==> src/design/cds_pkg.sv <==
// Shared types, constants and calendar helper functions for the date stepper.
// Depends on nothing; every other file imports it.
`timescale 1ns / 1ps

package cds_pkg;

   localparam int unsigned YEAR_LOW_DEF  = 1753;
   localparam int unsigned YEAR_HIGH_DEF = 9999;
   localparam int unsigned QUEUE_DEPTH   = 2;

   // Reciprocal for a 14-bit divide by 100: q = (y * 5243) >> 19, exact up to 16383
   localparam int unsigned DIV100_MUL   = 5243;
   localparam int unsigned DIV100_SHIFT = 19;

   localparam logic [3:0] MONTH_JAN = 4'd1;
   localparam logic [3:0] MONTH_FEB = 4'd2;
   localparam logic [3:0] MONTH_DEC = 4'd12;
   localparam logic [4:0] LEAP_FEB_DAYS = 5'd29;
   localparam logic [4:0] FEB_DAYS      = 5'd28;
   localparam logic [4:0] LONG_MONTH    = 5'd31;
   localparam logic [6:0] YY_LAST       = 7'd99;

   typedef logic [13:0] year_type;
   typedef logic [3:0]  month_type;
   typedef logic [4:0]  day_type;
   typedef logic [6:0]  cent_type;
   typedef logic [6:0]  yy_type;
   typedef logic [2:0]  weekday_type;

   typedef enum logic [2:0] {
      KIND_SET,
      KIND_NEXT_DAY,
      KIND_PREV_DAY,
      KIND_NEXT_MONTH,
      KIND_PREV_MONTH,
      KIND_NEXT_YEAR,
      KIND_PREV_YEAR,
      KIND_READ
   } kind_type;

   typedef enum logic [1:0] {
      STATUS_OK,
      STATUS_BAD_SET,
      STATUS_RANGE
   } status_type;

   // Classified command as it sits in the queue between front and back
   typedef struct packed {
      kind_type  kind;
      year_type  set_year;
      cent_type  set_cent;
      yy_type    set_yy;
      month_type set_month;
      day_type   set_day;
      logic      set_ok;
   } cmd_type;

   typedef struct packed {
      logic [7:0] cent;
      yy_type     yy;
   } year_split_type;

   function automatic year_split_type split_year(year_type y);
      logic [26:0]    prod;
      logic [7:0]     q;
      year_type       rem;
      year_split_type s;
      prod   = 27'(y) * 27'(DIV100_MUL);
      q      = prod[26:DIV100_SHIFT];
      rem    = y - 14'(14'(q) * 14'd100);
      s.cent = q;
      s.yy   = rem[6:0];
      return s;
   endfunction

   // y = 100*cent + yy: divisible by 4 follows yy, the century rule follows cent
   function automatic logic is_leap(logic [1:0] cent_lo, yy_type yy);
      return (yy == '0) ? (cent_lo == 2'd0) : (yy[1:0] == 2'd0);
   endfunction

   // Month outside 1..12 is treated as January
   function automatic day_type month_len(month_type m, logic leap);
      day_type len;
      case (m)
         MONTH_FEB:                 len = leap ? LEAP_FEB_DAYS : FEB_DAYS;
         4'd4, 4'd6, 4'd9, 4'd11:   len = 5'd30;
         default:                   len = LONG_MONTH;
      endcase
      return len;
   endfunction

   function automatic weekday_type century_code(logic [2:0] idx);
      weekday_type c;
      case (idx)
         3'd0, 3'd4: c = 3'd4;
         3'd1, 3'd5: c = 3'd2;
         3'd2, 3'd6: c = 3'd0;
         default:    c = 3'd6;
      endcase
      return c;
   endfunction

   function automatic weekday_type month_code(month_type m, logic leap);
      weekday_type c;
      case (m)
         4'd2:       c = leap ? 3'd2 : 3'd3;
         4'd3:       c = 3'd3;
         4'd4:       c = 3'd6;
         4'd5:       c = 3'd1;
         4'd6:       c = 3'd4;
         4'd7:       c = 3'd6;
         4'd8:       c = 3'd2;
         4'd9:       c = 3'd5;
         4'd10:      c = 3'd0;
         4'd11:      c = 3'd3;
         4'd12:      c = 3'd5;
         default:    c = leap ? 3'd6 : 3'd0;
      endcase
      return c;
   endfunction

   // 8 is 1 mod 7: fold octal digits three times, then map 7 to 0
   function automatic weekday_type mod7(logic [7:0] x);
      logic [5:0] f1;
      logic [3:0] f2;
      logic [3:0] f3;
      f1 = 6'(x[7:3]) + 6'(x[2:0]);
      f2 = 4'(f1[5:3]) + 4'(f1[2:0]);
      f3 = 4'(f2[3]) + 4'(f2[2:0]);
      return (f3[2:0] == 3'd7) ? 3'd0 : f3[2:0];
   endfunction

endpackage

==> src/design/cds_if.sv <==
// Request and response channel interfaces for the date stepper.
// Depends on cds_pkg for the field types.
`timescale 1ns / 1ps

interface cds_req_if;
   import cds_pkg::*;
   logic       valid;
   logic       ready;
   logic [2:0] kind;
   year_type   set_year;
   month_type  set_month;
   day_type    set_day;

   modport source (output valid, kind, set_year, set_month, set_day, input ready);
   modport sink   (input valid, kind, set_year, set_month, set_day, output ready);
endinterface

interface cds_rsp_if;
   import cds_pkg::*;
   logic        valid;
   logic        ready;
   year_type    year_now;
   month_type   month_now;
   day_type     day_now;
   weekday_type weekday;
   logic        leap;
   logic [1:0]  status;

   modport source (output valid, year_now, month_now, day_now, weekday, leap, status,
                   input ready);
   modport sink   (input valid, year_now, month_now, day_now, weekday, leap, status,
                   output ready);
endinterface

==> src/design/cds_front.sv <==
// Front end: accepts request words, validates set arguments, queues commands.
// Depends on cds_pkg and cds_req_if.
`timescale 1ns / 1ps

module cds_front #(
   parameter int unsigned YEAR_LOW  = cds_pkg::YEAR_LOW_DEF,
   parameter int unsigned YEAR_HIGH = cds_pkg::YEAR_HIGH_DEF
) (
   input  logic             clock,
   input  logic             reset,
   cds_req_if.sink          req,
   output cds_pkg::cmd_type head,
   output logic             head_valid,
   input  logic             head_pop
);
   import cds_pkg::*;

   localparam int unsigned PTR_W = $clog2(QUEUE_DEPTH);
   localparam int unsigned CNT_W = $clog2(QUEUE_DEPTH + 1);

   cmd_type        slot_ff [QUEUE_DEPTH];
   logic [PTR_W-1:0] wr_ptr_ff, wr_ptr_in;
   logic [PTR_W-1:0] rd_ptr_ff, rd_ptr_in;
   logic [CNT_W-1:0] count_ff, count_in;

   year_split_type split;
   logic           set_leap;
   cmd_type        cmd;
   logic           push;

   // Classify: split the set year and check the set arguments
   always_comb begin
      split         = split_year(req.set_year);
      set_leap      = is_leap(split.cent[1:0], split.yy);
      cmd.kind      = kind_type'(req.kind);
      cmd.set_year  = req.set_year;
      cmd.set_cent  = split.cent[6:0];
      cmd.set_yy    = split.yy;
      cmd.set_month = req.set_month;
      cmd.set_day   = req.set_day;
      cmd.set_ok    = (req.set_year >= 14'(YEAR_LOW)) && (req.set_year <= 14'(YEAR_HIGH)) &&
                      (req.set_month >= MONTH_JAN) && (req.set_month <= MONTH_DEC) &&
                      (req.set_day != '0) &&
                      (req.set_day <= month_len(req.set_month, set_leap));
   end

   assign req.ready  = (count_ff != CNT_W'(QUEUE_DEPTH));
   assign push       = req.valid && req.ready;
   assign head_valid = (count_ff != '0);
   assign head       = slot_ff[rd_ptr_ff];

   always_comb begin
      wr_ptr_in = push     ? PTR_W'(wr_ptr_ff + 1'b1) : wr_ptr_ff;
      rd_ptr_in = head_pop ? PTR_W'(rd_ptr_ff + 1'b1) : rd_ptr_ff;
      count_in  = count_ff;
      if (push && !head_pop) begin
         count_in = CNT_W'(count_ff + 1'b1);
      end else if (!push && head_pop) begin
         count_in = CNT_W'(count_ff - 1'b1);
      end
   end

   always_ff @(posedge clock) begin
      if (reset) begin
         wr_ptr_ff <= '0;
         rd_ptr_ff <= '0;
         count_ff  <= '0;
      end else begin
         wr_ptr_ff <= wr_ptr_in;
         rd_ptr_ff <= rd_ptr_in;
         count_ff  <= count_in;
      end
   end

   // Clear the slots at reset so the head never carries an unknown kind
   always_ff @(posedge clock) begin
      if (reset) begin
         for (int i = 0; i < QUEUE_DEPTH; i++) begin
            slot_ff[i] <= '0;
         end
      end else if (push) begin
         slot_ff[wr_ptr_ff] <= cmd;
      end
   end

endmodule

==> src/design/cds_back.sv <==
// Back end: holds the date, executes queued commands, registers the response word.
// Depends on cds_pkg and cds_rsp_if.
`timescale 1ns / 1ps

module cds_back #(
   parameter int unsigned YEAR_LOW  = cds_pkg::YEAR_LOW_DEF,
   parameter int unsigned YEAR_HIGH = cds_pkg::YEAR_HIGH_DEF
) (
   input  logic             clock,
   input  logic             reset,
   input  cds_pkg::cmd_type head,
   input  logic             head_valid,
   output logic             head_pop,
   cds_rsp_if.source        rsp
);
   import cds_pkg::*;

   localparam cent_type RST_CENT = 7'(YEAR_LOW / 100);
   localparam yy_type   RST_YY   = 7'(YEAR_LOW % 100);

   // Date state; the year is also kept split into century and year of century
   year_type  year_ff, year_in;
   cent_type  cent_ff, cent_in;
   yy_type    yy_ff, yy_in;
   month_type month_ff, month_in;
   day_type   day_ff, day_in;

   logic        out_valid_ff;
   year_type    out_year_ff;
   month_type   out_month_ff;
   day_type     out_day_ff;
   weekday_type out_weekday_ff, weekday_in;
   logic        out_leap_ff, leap_in;
   status_type  out_status_ff, status_in;

   cent_type  inc_cent, dec_cent;
   yy_type    inc_yy, dec_yy;
   logic      leap_cur, leap_inc, leap_dec;
   logic      can_inc, can_dec;
   day_type   len_cur, len_prev, len_next;
   logic [7:0] dow_sum;

   assign head_pop = head_valid && (!out_valid_ff || rsp.ready);

   // Neighbor years and the month lengths around the current date
   always_comb begin
      inc_yy   = (yy_ff == YY_LAST) ? '0 : 7'(yy_ff + 1'b1);
      inc_cent = (yy_ff == YY_LAST) ? 7'(cent_ff + 1'b1) : cent_ff;
      dec_yy   = (yy_ff == '0) ? YY_LAST : 7'(yy_ff - 1'b1);
      dec_cent = (yy_ff == '0) ? 7'(cent_ff - 1'b1) : cent_ff;
      leap_cur = is_leap(cent_ff[1:0], yy_ff);
      leap_inc = is_leap(inc_cent[1:0], inc_yy);
      leap_dec = is_leap(dec_cent[1:0], dec_yy);
      can_inc  = (year_ff < 14'(YEAR_HIGH));
      can_dec  = (year_ff > 14'(YEAR_LOW));
      len_cur  = month_len(month_ff, leap_cur);
      len_prev = month_len(4'(month_ff - 1'b1), leap_cur);
      len_next = month_len(4'(month_ff + 1'b1), leap_cur);
   end

   always_comb begin
      year_in   = year_ff;
      cent_in   = cent_ff;
      yy_in     = yy_ff;
      month_in  = month_ff;
      day_in    = day_ff;
      status_in = STATUS_OK;
      unique case (head.kind)
         KIND_SET: begin
            if (head.set_ok) begin
               year_in  = head.set_year;
               cent_in  = head.set_cent;
               yy_in    = head.set_yy;
               month_in = head.set_month;
               day_in   = head.set_day;
            end else begin
               status_in = STATUS_BAD_SET;
            end
         end
         KIND_NEXT_DAY: begin
            if (day_ff < len_cur) begin
               day_in = 5'(day_ff + 1'b1);
            end else if (month_ff < MONTH_DEC) begin
               month_in = 4'(month_ff + 1'b1);
               day_in   = 5'd1;
            end else if (can_inc) begin
               year_in  = 14'(year_ff + 1'b1);
               cent_in  = inc_cent;
               yy_in    = inc_yy;
               month_in = MONTH_JAN;
               day_in   = 5'd1;
            end else begin
               status_in = STATUS_RANGE;
            end
         end
         KIND_PREV_DAY: begin
            if (day_ff > 5'd1) begin
               day_in = 5'(day_ff - 1'b1);
            end else if (month_ff > MONTH_JAN) begin
               month_in = 4'(month_ff - 1'b1);
               day_in   = len_prev;
            end else if (can_dec) begin
               year_in  = 14'(year_ff - 1'b1);
               cent_in  = dec_cent;
               yy_in    = dec_yy;
               month_in = MONTH_DEC;
               day_in   = LONG_MONTH;
            end else begin
               status_in = STATUS_RANGE;
            end
         end
         KIND_NEXT_MONTH: begin
            // January has 31 days, so a year wrap keeps the day as it is
            if (month_ff < MONTH_DEC) begin
               month_in = 4'(month_ff + 1'b1);
               day_in   = (day_ff > len_next) ? len_next : day_ff;
            end else if (can_inc) begin
               year_in  = 14'(year_ff + 1'b1);
               cent_in  = inc_cent;
               yy_in    = inc_yy;
               month_in = MONTH_JAN;
            end else begin
               status_in = STATUS_RANGE;
            end
         end
         KIND_PREV_MONTH: begin
            if (month_ff > MONTH_JAN) begin
               month_in = 4'(month_ff - 1'b1);
               day_in   = (day_ff > len_prev) ? len_prev : day_ff;
            end else if (can_dec) begin
               year_in  = 14'(year_ff - 1'b1);
               cent_in  = dec_cent;
               yy_in    = dec_yy;
               month_in = MONTH_DEC;
            end else begin
               status_in = STATUS_RANGE;
            end
         end
         KIND_NEXT_YEAR: begin
            if (can_inc) begin
               year_in = 14'(year_ff + 1'b1);
               cent_in = inc_cent;
               yy_in   = inc_yy;
               if (month_ff == MONTH_FEB && day_ff == LEAP_FEB_DAYS && !leap_inc) begin
                  day_in = FEB_DAYS;
               end
            end else begin
               status_in = STATUS_RANGE;
            end
         end
         KIND_PREV_YEAR: begin
            if (can_dec) begin
               year_in = 14'(year_ff - 1'b1);
               cent_in = dec_cent;
               yy_in   = dec_yy;
               if (month_ff == MONTH_FEB && day_ff == LEAP_FEB_DAYS && !leap_dec) begin
                  day_in = FEB_DAYS;
               end
            end else begin
               status_in = STATUS_RANGE;
            end
         end
         KIND_READ: begin
         end
      endcase
   end

   // Weekday of the new date from the century and month tables
   always_comb begin
      leap_in    = is_leap(cent_in[1:0], yy_in);
      dow_sum    = 8'(century_code(3'(cent_in[2:0] + 3'd7))) + 8'(yy_in) +
                   8'(yy_in[6:2]) + 8'(month_code(month_in, leap_in)) + 8'(day_in);
      weekday_in = mod7(dow_sum);
   end

   always_ff @(posedge clock) begin
      if (reset) begin
         year_ff      <= 14'(YEAR_LOW);
         cent_ff      <= RST_CENT;
         yy_ff        <= RST_YY;
         month_ff     <= MONTH_JAN;
         day_ff       <= 5'd1;
         out_valid_ff <= 1'b0;
      end else if (head_pop) begin
         year_ff      <= year_in;
         cent_ff      <= cent_in;
         yy_ff        <= yy_in;
         month_ff     <= month_in;
         day_ff       <= day_in;
         out_valid_ff <= 1'b1;
      end else if (rsp.ready) begin
         out_valid_ff <= 1'b0;
      end
   end

   always_ff @(posedge clock) begin
      if (head_pop) begin
         out_year_ff    <= year_in;
         out_month_ff   <= month_in;
         out_day_ff     <= day_in;
         out_weekday_ff <= weekday_in;
         out_leap_ff    <= leap_in;
         out_status_ff  <= status_in;
      end
   end

   assign rsp.valid     = out_valid_ff;
   assign rsp.year_now  = out_year_ff;
   assign rsp.month_now = out_month_ff;
   assign rsp.day_now   = out_day_ff;
   assign rsp.weekday   = out_weekday_ff;
   assign rsp.leap      = out_leap_ff;
   assign rsp.status    = out_status_ff;

endmodule

==> src/design/calendar_date_stepper_core.sv <==
// Top level of the Gregorian date stepper: front end, command queue, back end.
// Depends on cds_pkg, cds_if, cds_front and cds_back.
`timescale 1ns / 1ps

// Usage
//   req: one command word per valid/ready handshake. kind selects set, step one
//        day, month or year forward or back, or read; set_year, set_month and
//        set_day matter only for a set.
//   rsp: exactly one word per command, in command order: the stored date after
//        the command, its weekday (0 Sunday), the leap flag and a status
//        (ok, invalid set arguments, step beyond the year limits). On an error
//        the date is left unchanged and reported as stored.
//   Path: an accepted command is written into the queue, then popped from the
//        queue head into the date and response registers, which raise valid.
//   Throughput: one command per cycle while rsp.ready stays high. The date
//        registers in the back end close their update loop through combinational
//        logic only; the two-word queue and the response register let the
//        request side keep going while a response waits.
//   Reset: synchronous; the date becomes January 1 of YEAR_LOW, the queue and
//        the response register are emptied.
//   Stall: while rsp.ready is low the response word holds, the back end stops
//        and the queue fills; req.ready drops once two commands are queued.
module calendar_date_stepper_core #(
   parameter int unsigned YEAR_LOW  = cds_pkg::YEAR_LOW_DEF,
   parameter int unsigned YEAR_HIGH = cds_pkg::YEAR_HIGH_DEF
) (
   input  logic       clock,
   input  logic       reset,
   cds_req_if.sink    req,
   cds_rsp_if.source  rsp
);
   import cds_pkg::*;

   cmd_type head;
   logic    head_valid;
   logic    head_pop;

   // Accept and classify; set arguments are checked before queueing
   cds_front #(
      .YEAR_LOW  (YEAR_LOW),
      .YEAR_HIGH (YEAR_HIGH)
   ) u_front (
      .clock      (clock),
      .reset      (reset),
      .req        (req),
      .head       (head),
      .head_valid (head_valid),
      .head_pop   (head_pop)
   );

   // Execute against the stored date and hold the response word
   cds_back #(
      .YEAR_LOW  (YEAR_LOW),
      .YEAR_HIGH (YEAR_HIGH)
   ) u_back (
      .clock      (clock),
      .reset      (reset),
      .head       (head),
      .head_valid (head_valid),
      .head_pop   (head_pop),
      .rsp        (rsp)
   );

endmodule

==> src/flat_wrapper.sv <==
// flat-port wrapper written by rule: the top's interface ports become plain ports
module calendar_date_stepper_core_flat import cds_pkg::*;
#(
   parameter int unsigned YEAR_LOW  = cds_pkg::YEAR_LOW_DEF,
   parameter int unsigned YEAR_HIGH = cds_pkg::YEAR_HIGH_DEF
)
  (clock, reset, req_valid, req_kind, req_set_year, req_set_month, req_set_day, req_ready, rsp_valid, rsp_year_now, rsp_month_now, rsp_day_now, rsp_weekday, rsp_leap, rsp_status, rsp_ready);
  cds_req_if req_i ();
  cds_rsp_if rsp_i ();
  input  logic clock;
  input  logic reset;
  input wire logic [$bits(req_i.valid)-1:0] req_valid;
  input wire logic [$bits(req_i.kind)-1:0] req_kind;
  input wire logic [$bits(req_i.set_year)-1:0] req_set_year;
  input wire logic [$bits(req_i.set_month)-1:0] req_set_month;
  input wire logic [$bits(req_i.set_day)-1:0] req_set_day;
  output wire logic [$bits(req_i.ready)-1:0] req_ready;
  output wire logic [$bits(rsp_i.valid)-1:0] rsp_valid;
  output wire logic [$bits(rsp_i.year_now)-1:0] rsp_year_now;
  output wire logic [$bits(rsp_i.month_now)-1:0] rsp_month_now;
  output wire logic [$bits(rsp_i.day_now)-1:0] rsp_day_now;
  output wire logic [$bits(rsp_i.weekday)-1:0] rsp_weekday;
  output wire logic [$bits(rsp_i.leap)-1:0] rsp_leap;
  output wire logic [$bits(rsp_i.status)-1:0] rsp_status;
  input wire logic [$bits(rsp_i.ready)-1:0] rsp_ready;
  assign req_i.valid = req_valid;
  assign req_i.kind = req_kind;
  assign req_i.set_year = req_set_year;
  assign req_i.set_month = req_set_month;
  assign req_i.set_day = req_set_day;
  assign req_ready = req_i.ready;
  assign rsp_valid = rsp_i.valid;
  assign rsp_year_now = rsp_i.year_now;
  assign rsp_month_now = rsp_i.month_now;
  assign rsp_day_now = rsp_i.day_now;
  assign rsp_weekday = rsp_i.weekday;
  assign rsp_leap = rsp_i.leap;
  assign rsp_status = rsp_i.status;
  assign rsp_i.ready = rsp_ready;
  calendar_date_stepper_core #(.YEAR_LOW(YEAR_LOW), .YEAR_HIGH(YEAR_HIGH)) u_core (.clock(clock), .reset(reset), .req(req_i), .rsp(rsp_i));
endmodule
==> config.mk <==
export PLATFORM = sky130hd
export DESIGN_NAME = calendar_date_stepper_core_flat
export DESIGN_NICKNAME = d
export VERILOG_FILES = /design/src/design/cds_pkg.sv /design/src/design/cds_if.sv /design/src/design/cds_front.sv /design/src/design/cds_back.sv /design/src/design/calendar_date_stepper_core.sv /design/src/flat_wrapper.sv
export SDC_FILE = /design/constraint.sdc
export NUM_CORES = 1
export LEC_CHECK = 0
export BUFFER_PORTS_ARGS = -buffer_cell sky130_fd_sc_hd__clkbuf_2
export CORE_MARGIN = 2
export CORE_UTILIZATION = 35
export DETAILED_ROUTE_END_ITERATION = 7
export GPL_TIMING_DRIVEN = 0
export SLEW_MARGIN = 20
export SYNTH_ARGS = -nofsm -noshare
export SYNTH_HDL_FRONTEND = slang
export SYNTH_HIERARCHICAL = 1
export SYNTH_SLANG_ARGS = --single-unit
export TNS_END_PERCENT = 20
==> constraint.sdc <==
create_clock -name clock -period 9.95 [get_ports clock]
set_clock_uncertainty 0.2 [all_clocks]
set_input_delay 1.4925 -clock clock [delete_from_list [all_inputs] [get_ports clock]]
set_output_delay 1.4925 -clock clock [all_outputs]
set_load 0.02 [all_outputs]
==> results.txt, run 1 <==
synthesized cell area: 13,200 um^2
Final HPWL DP: 30,500 um
CP Class: reg -> reg
chip width: 198 um
postcts setup bufs: 0
drt pass-1 iters: 6
commonest cells after routing, fill and taps aside: inv_1 (168), ha_1 (158), nor2_1 (125)
Worst Hold Slack: 0.281 ns
DIE AREA: 39,400 um^2
Root Driver: clkbuf_16
Tmin final: 9.43 ns
RSZ-0062 raised after global routing: no
ratio of cells with drive above 1 in the final layout: 11.8%
crit path DAT: 9.40 ns
Fin. Hold Viols: 0
CP Capture Point: u_core/u_back/rsp.weekday[1]
initial antenna violation count: 0
Worst-Skew Late Latency: 0.44 ns
Vias per Instance: 5.41
Reg2Reg Setup Slack: 0.52 ns
syn_nets: 1,687
fmax: 0.106 GHz
Finished Layout Cells: 2,031
syn avg cell area: 9.29 um^2
maxcap violations: 0
gr usage total: 20.4%
routed len/inst: 19.2 um
Hold WC Path Type: reg -> reg
routed via count: 10,982
Post-Syn Instances: 1,425
Slew Limit Fails: 0
io pins: 61
worst endpoint required time: 9.92 ns
Die Ht: 198 um
Initial Util: 35.3%
Total Wirelength: 38,900 um
Critical R2R Capture: u_core/u_back/rsp.weekday[1]
CP most frequent cell: ha_1
CTS buffer count: 17
clock-pin slew on the worst setup and hold paths: 0.07 ns
CP startpoint kind: register
final period utilization: 94.8%
number of remaining DRC errors: 0
buffers added on ports: 60
worst-margin pin slew: 0.969 ns
Max-slew headroom: 35.0%
Core ar.: 37,500 um^2
final core occ: 39.6%
Ys Warns: 6
first-pass GRT wire length: 61,500 um
run status: complete, no violations
most common cell after layout, fill and taps aside: inv_1
CTS Buffer Depth: 2
CTS tree: yes
DP Cell Count: 1,999
Setup crit end kind: register
synthesis-to-finish area growth: 12.3%
Final ANT Viol Nets: 0
Detailed Route Iter0 Violations: 911
antenna fix cells: 0
Cell Rows: 71
RD Place Congestion: 0.961
Worst Reg-to-Reg Cells: 33
largest net degree at the start of global routing: 26
nets@finish: 1,769
Critical Path Fanout Max: 10
htree depth: 4
Critical Path Max Stage Delay: 0.85 ns
fillers: 3,783
Setup violations, final: 0
hold buffer count at cts: 0
GR Overflow Total: 0
Crit-path slowest cell: nor3b_1
vias in the first global route: 10,800
Clock Sinks: 135
==> metal layers <==
layer | share of wire, % | GRT usage, % | up-vias | wire length, um
met5 | 0 | 0 | - | 0
met4 | 2.7 | 6.72 | 0 | 1070
met3 | 5.9 | 2.83 | 53 | 2310
met2 | 49 | 35.4 | 377 | 19100
met1 | 42 | 26.1 | 5309 | 16400
li1 | - | - | 5243 | -
==> flip-flops by register name, summed over array words and instances, names as in the netlist, named ones only <==
name and count:
u_core/u_back/rsp.leap 1, u_core/u_front/slot_ff 68, u_core/u_front/rd_ptr_ff 1, u_core/u_back/rsp.valid 1, u_core/u_back/rsp.year_now 14, u_core/u_back/rsp.month_now 4
u_core/u_back/rsp.day_now 5, u_core/u_back/month_ff 4, u_core/u_back/yy_ff 7, u_core/u_front/count_ff 2, u_core/u_back/rsp.weekday 3, u_core/u_front/wr_ptr_ff 1
u_core/u_back/day_ff 5, u_core/u_back/year_ff 14, u_core/u_back/rsp.status 2, u_core/u_back/cent_ff 2
==> metrics by stage <==
step	instance area (um^2)	setup WS (ns)	TNS, ns
final	14900	0.518	0
after global routing	14900	0.0265	0
after CTS	14800	0.0455	0
after detailed placement	14300	-0.182	-0.508
after global placement	14200	-0.0463	-0.103
after floorplan	13200	1.77	0
==> what timing repair did <==
| item | 4_1_cts | 5_1_grt |
|---|---|---|
| endpoints found under the hold margin | 0 | 0 |
| resized for setup | 1 | 7 |
| pin swaps | 0 | 0 |
| gates cloned | 0 | 0 |
| setup endpoints to repair | 3 | 5 |
==> how the worst min path moves through the flow <==
stage | start | end | slack, ns | cells past startpoint
floorplan | u_core/u_back/year_ff[13] | u_core/u_back/year_ff[13] | 0.25 | 2
global placement | u_core/u_back/year_ff[13] | u_core/u_back/year_ff[13] | 0.27 | 2
global route | u_core/u_back/year_ff[13] | u_core/u_back/year_ff[13] | 0.31 | 2
detailed placement | u_core/u_back/year_ff[13] | u_core/u_back/year_ff[13] | 0.27 | 2
CTS | u_core/u_back/year_ff[13] | u_core/u_back/year_ff[13] | 0.28 | 2
finish | u_core/u_back/year_ff[13] | u_core/u_back/year_ff[13] | 0.28 | 2
==> critical path: cells and delay by family (launching register included) <==
kind | cells | cell delay, ns
buffers and inverters | 6 | 2.03
xor gates and xnor gates | 3 | 0.61
muxes | 1 | 0.39
AOI/OAI and AO/OA | 8 | 1.20
DFF | 1 | 0.37
adders and majority gates | 8 | 2.40
and+or+nand+nor | 7 | 1.96
==> cell type report <==
type,count,area [um^2],area share [%]
Tap cell,511,639,4.30
Multi-Input combinational cell,1051,8660,58.3
Clock inverter,14,150,1.01
Timing Repair Buffer,63,375,2.53
Clock buffer,18,429,2.89
Sequential cell,135,3670,24.7
Inverter,168,631,4.24
Buffer,71,297,2.00
Power of run 1 is left out: the tool's default activity adds up to more than one toggle a clock period on the data nets, which glitch-free logic cannot reach.
==> run 2: changes to the inputs <==
Settings changed: RECOVER_POWER set to 25.
==> run 2 against run 1 <==
  * Sequential cell count unchanged
  * The run now ends with capacitance limit, slew limit left
  * Register-to-register slack about the same
  * Critical path type unchanged
  * Design area down 0.50%
  * Die area unchanged
  * Hold slack about the same
  * Utilization down 0.20 points
  * First-iteration DRC count down 1.6%
  * Final cell count unchanged
==> results.txt, run 2 (synthesis gave the netlist of run 1 again) <==
CP most frequent cell: ha_1
commonest cells after routing, fill and taps aside: inv_1 (168), ha_1 (158), nor2_1 (125)
Worst Hold Slack: 0.281 ns (+0.000123 ns)
max FFs per register: 68 (unchanged)
first-pass GRT wire length: 61,500 um (unchanged)
Setup crit end kind: register
io pins: 61 (unchanged)
Biggest register: u_core/u_front/slot_ff
CTS tree: yes
DR top layer: met4
Max-slew headroom: -18.1% (-53 points)
crit path DAT: 9.40 ns (about the same)
Critical Path Max Stage Delay: 0.84 ns (about the same)
synthesis-to-finish area growth: 11.7%
final core occ: 39.4% (-0.20 points)
antenna fix cells: 0 (unchanged)
DIE AREA: 39,400 um^2 (unchanged)
worst-margin pin slew: 1.77 ns (+0.798 ns)
Initial Util: 35.3% (unchanged)
clock-pin slew on the worst setup and hold paths: 0.07 ns (about the same)
Clock Sinks: 135 (unchanged)
Critical R2R Capture: u_core/u_back/rsp.weekday[1]
Final ANT Viol Nets: 0 (unchanged)
Detailed Route Iter0 Violations: 896 (-1.6%)
initial antenna violation count: 0 (unchanged)
drt pass-1 iters: 6 (unchanged)
CP startpoint kind: register
GR Overflow Total: 0 (unchanged)
worst hold endpoint: u_core/u_back/year_ff[13]
buffers added on ports: 60 (unchanged)
met2 routed WL: 19,200 um (+0.29%)
Die Ht: 198 um (unchanged)
Met1 Wirelength: 16,600 um (+0.87%)
Final HPWL DP: 30,500 um (unchanged)
Crit-path slowest cell: nor3b_1
Met3 Wirelength: 2150 um (-7.0%)
Reg2Reg Setup Slack: 0.52 ns (about the same)
maxcap violations: 1 (+1)
number of remaining DRC errors: 0 (unchanged)
chip width: 198 um (unchanged)
most common cell after layout, fill and taps aside: inv_1
Vias per Instance: 5.41 (about the same)
Root Driver: clkbuf_16
final period utilization: 94.8% (about the same)
CTS buffer count: 17 (unchanged)
CP Class: reg -> reg
Tmin final: 9.43 ns (+0.000564 ns)
total negative setup slack: 0 ns (unchanged)
Setup violations, final: 0 (unchanged)
Hold WC Path Type: reg -> reg
hold path cells: 2 (unchanged)
Critical Path Fanout Max: 10 (unchanged)
placed cell area: 14,300 um^2 (unchanged)
hold buffer count at cts: 0 (unchanged)
routed len/inst: 19.2 um (+0.14%)
Worst-Skew Late Latency: 0.44 ns (about the same)
ratio of cells with drive above 1 in the final layout: 9.67% (-2.2 points)
hold_sp: u_core/u_back/year_ff[13]
gr usage total: 20.4% (unchanged)
fmax: 0.106 GHz (about the same)
Slew Limit Fails: 20 (+20)
RD Place Congestion: 0.961 (unchanged)
fillers: 3,790 (+0.19%)
routed via count: 10,983 (+0.0091%)
Worst Reg-to-Reg Cells: 33 (unchanged)
Total Wirelength: 39,000 um (+0.14%)
run status: complete, but fails checks
failing checks: capacitance limit, slew limit
Design Area, Final: 14,800 um^2 (-0.50%)
largest net degree at the start of global routing: 26 (unchanged)
nets@finish: 1,769 (unchanged)
Cell Rows: 71 (unchanged)
CTS Buffer Depth: 2 (unchanged)
vias in the first global route: 10,800 (unchanged)
Core ar.: 37,500 um^2 (unchanged)
Fin. Hold Viols: 0 (unchanged)
worst endpoint required time: 9.92 ns (about the same)
htree depth: 4 (unchanged)
RSZ-0062 raised after global routing: no
==> run 2: cell count changes in the layout (fill, tap and decap cells not counted), sizes merged <==
| cell | delta |
|---|---|
| buf | -1 |
| clkbuf | +1 |
==> run 2: timing repair <==
item | in CTS | in global routing
setup endpoints to repair | 3 | 5
gates resized for setup | 1 | 7
setup buffers | 0 | 0
==> run 2: worst max path at each step <==
stage / end / slack (ns) / from / depth (start not counted)
floorplan: u_core/u_front/slot_ff[0][0] / 1.77 / req_set_year[10] / 34
global placement: u_core/u_back/rsp.weekday[0] / -0.05 / register / 34
detailed placement: u_core/u_back/rsp.weekday[1] / -0.18 / register / 34
CTS: u_core/u_back/rsp.weekday[1] / 0.05 / register / 34
global route: u_core/u_back/rsp.weekday[2] / 0.03 / register / 33
finish: u_core/u_back/rsp.weekday[1] / 0.52 / register / 33
==> run 2: per-stage QoR <==
stage | setup WS, ns | instances
after floorplan | 1.77 | 1425
final | 0.518 | 2031
after global routing | 0.0265 | 2031
after detailed placement | -0.182 | 1999
after CTS | 0.0455 | 2031
after global placement | -0.0463 | 1996
==> run 2: routing by layer <==
| layer | up-vias | track usage [%] |
|---|---|---|
| met1 | 5320 | 26.1 |
| met5 | - | 0 |
| met2 | 375 | 35.4 |
| li1 | 5235 | - |
| met3 | 53 | 2.83 |
| met4 | 0 | 6.72 |
==> run 2: area by class of cell <==
cell class	count	area, um^2	area share [%]
Sequential cell	135	3670	24.8
Clock buffer	18	429	2.90
Buffer	71	297	2.01
Timing Repair Buffer	63	313	2.12
Tap cell	511	639	4.32
Multi-Input combinational cell	1051	8650	58.5
Clock inverter	14	150	1.02
Inverter	168	631	4.27
==> run 2: worst max-delay path, delay by kind of cell (launching register included) <==
| kind | cells | cell delay (ns) |
|---|---|---|
| fa+ha+maj | 8 | 2.40 |
| buf+inv | 6 | 2.02 |
| simple gates | 7 | 1.95 |
| compound gates | 8 | 1.20 |
| xor+xnor | 3 | 0.61 |
| mux | 1 | 0.39 |
| flops | 1 | 0.37 |
Power of run 2 is left out for the same reason.
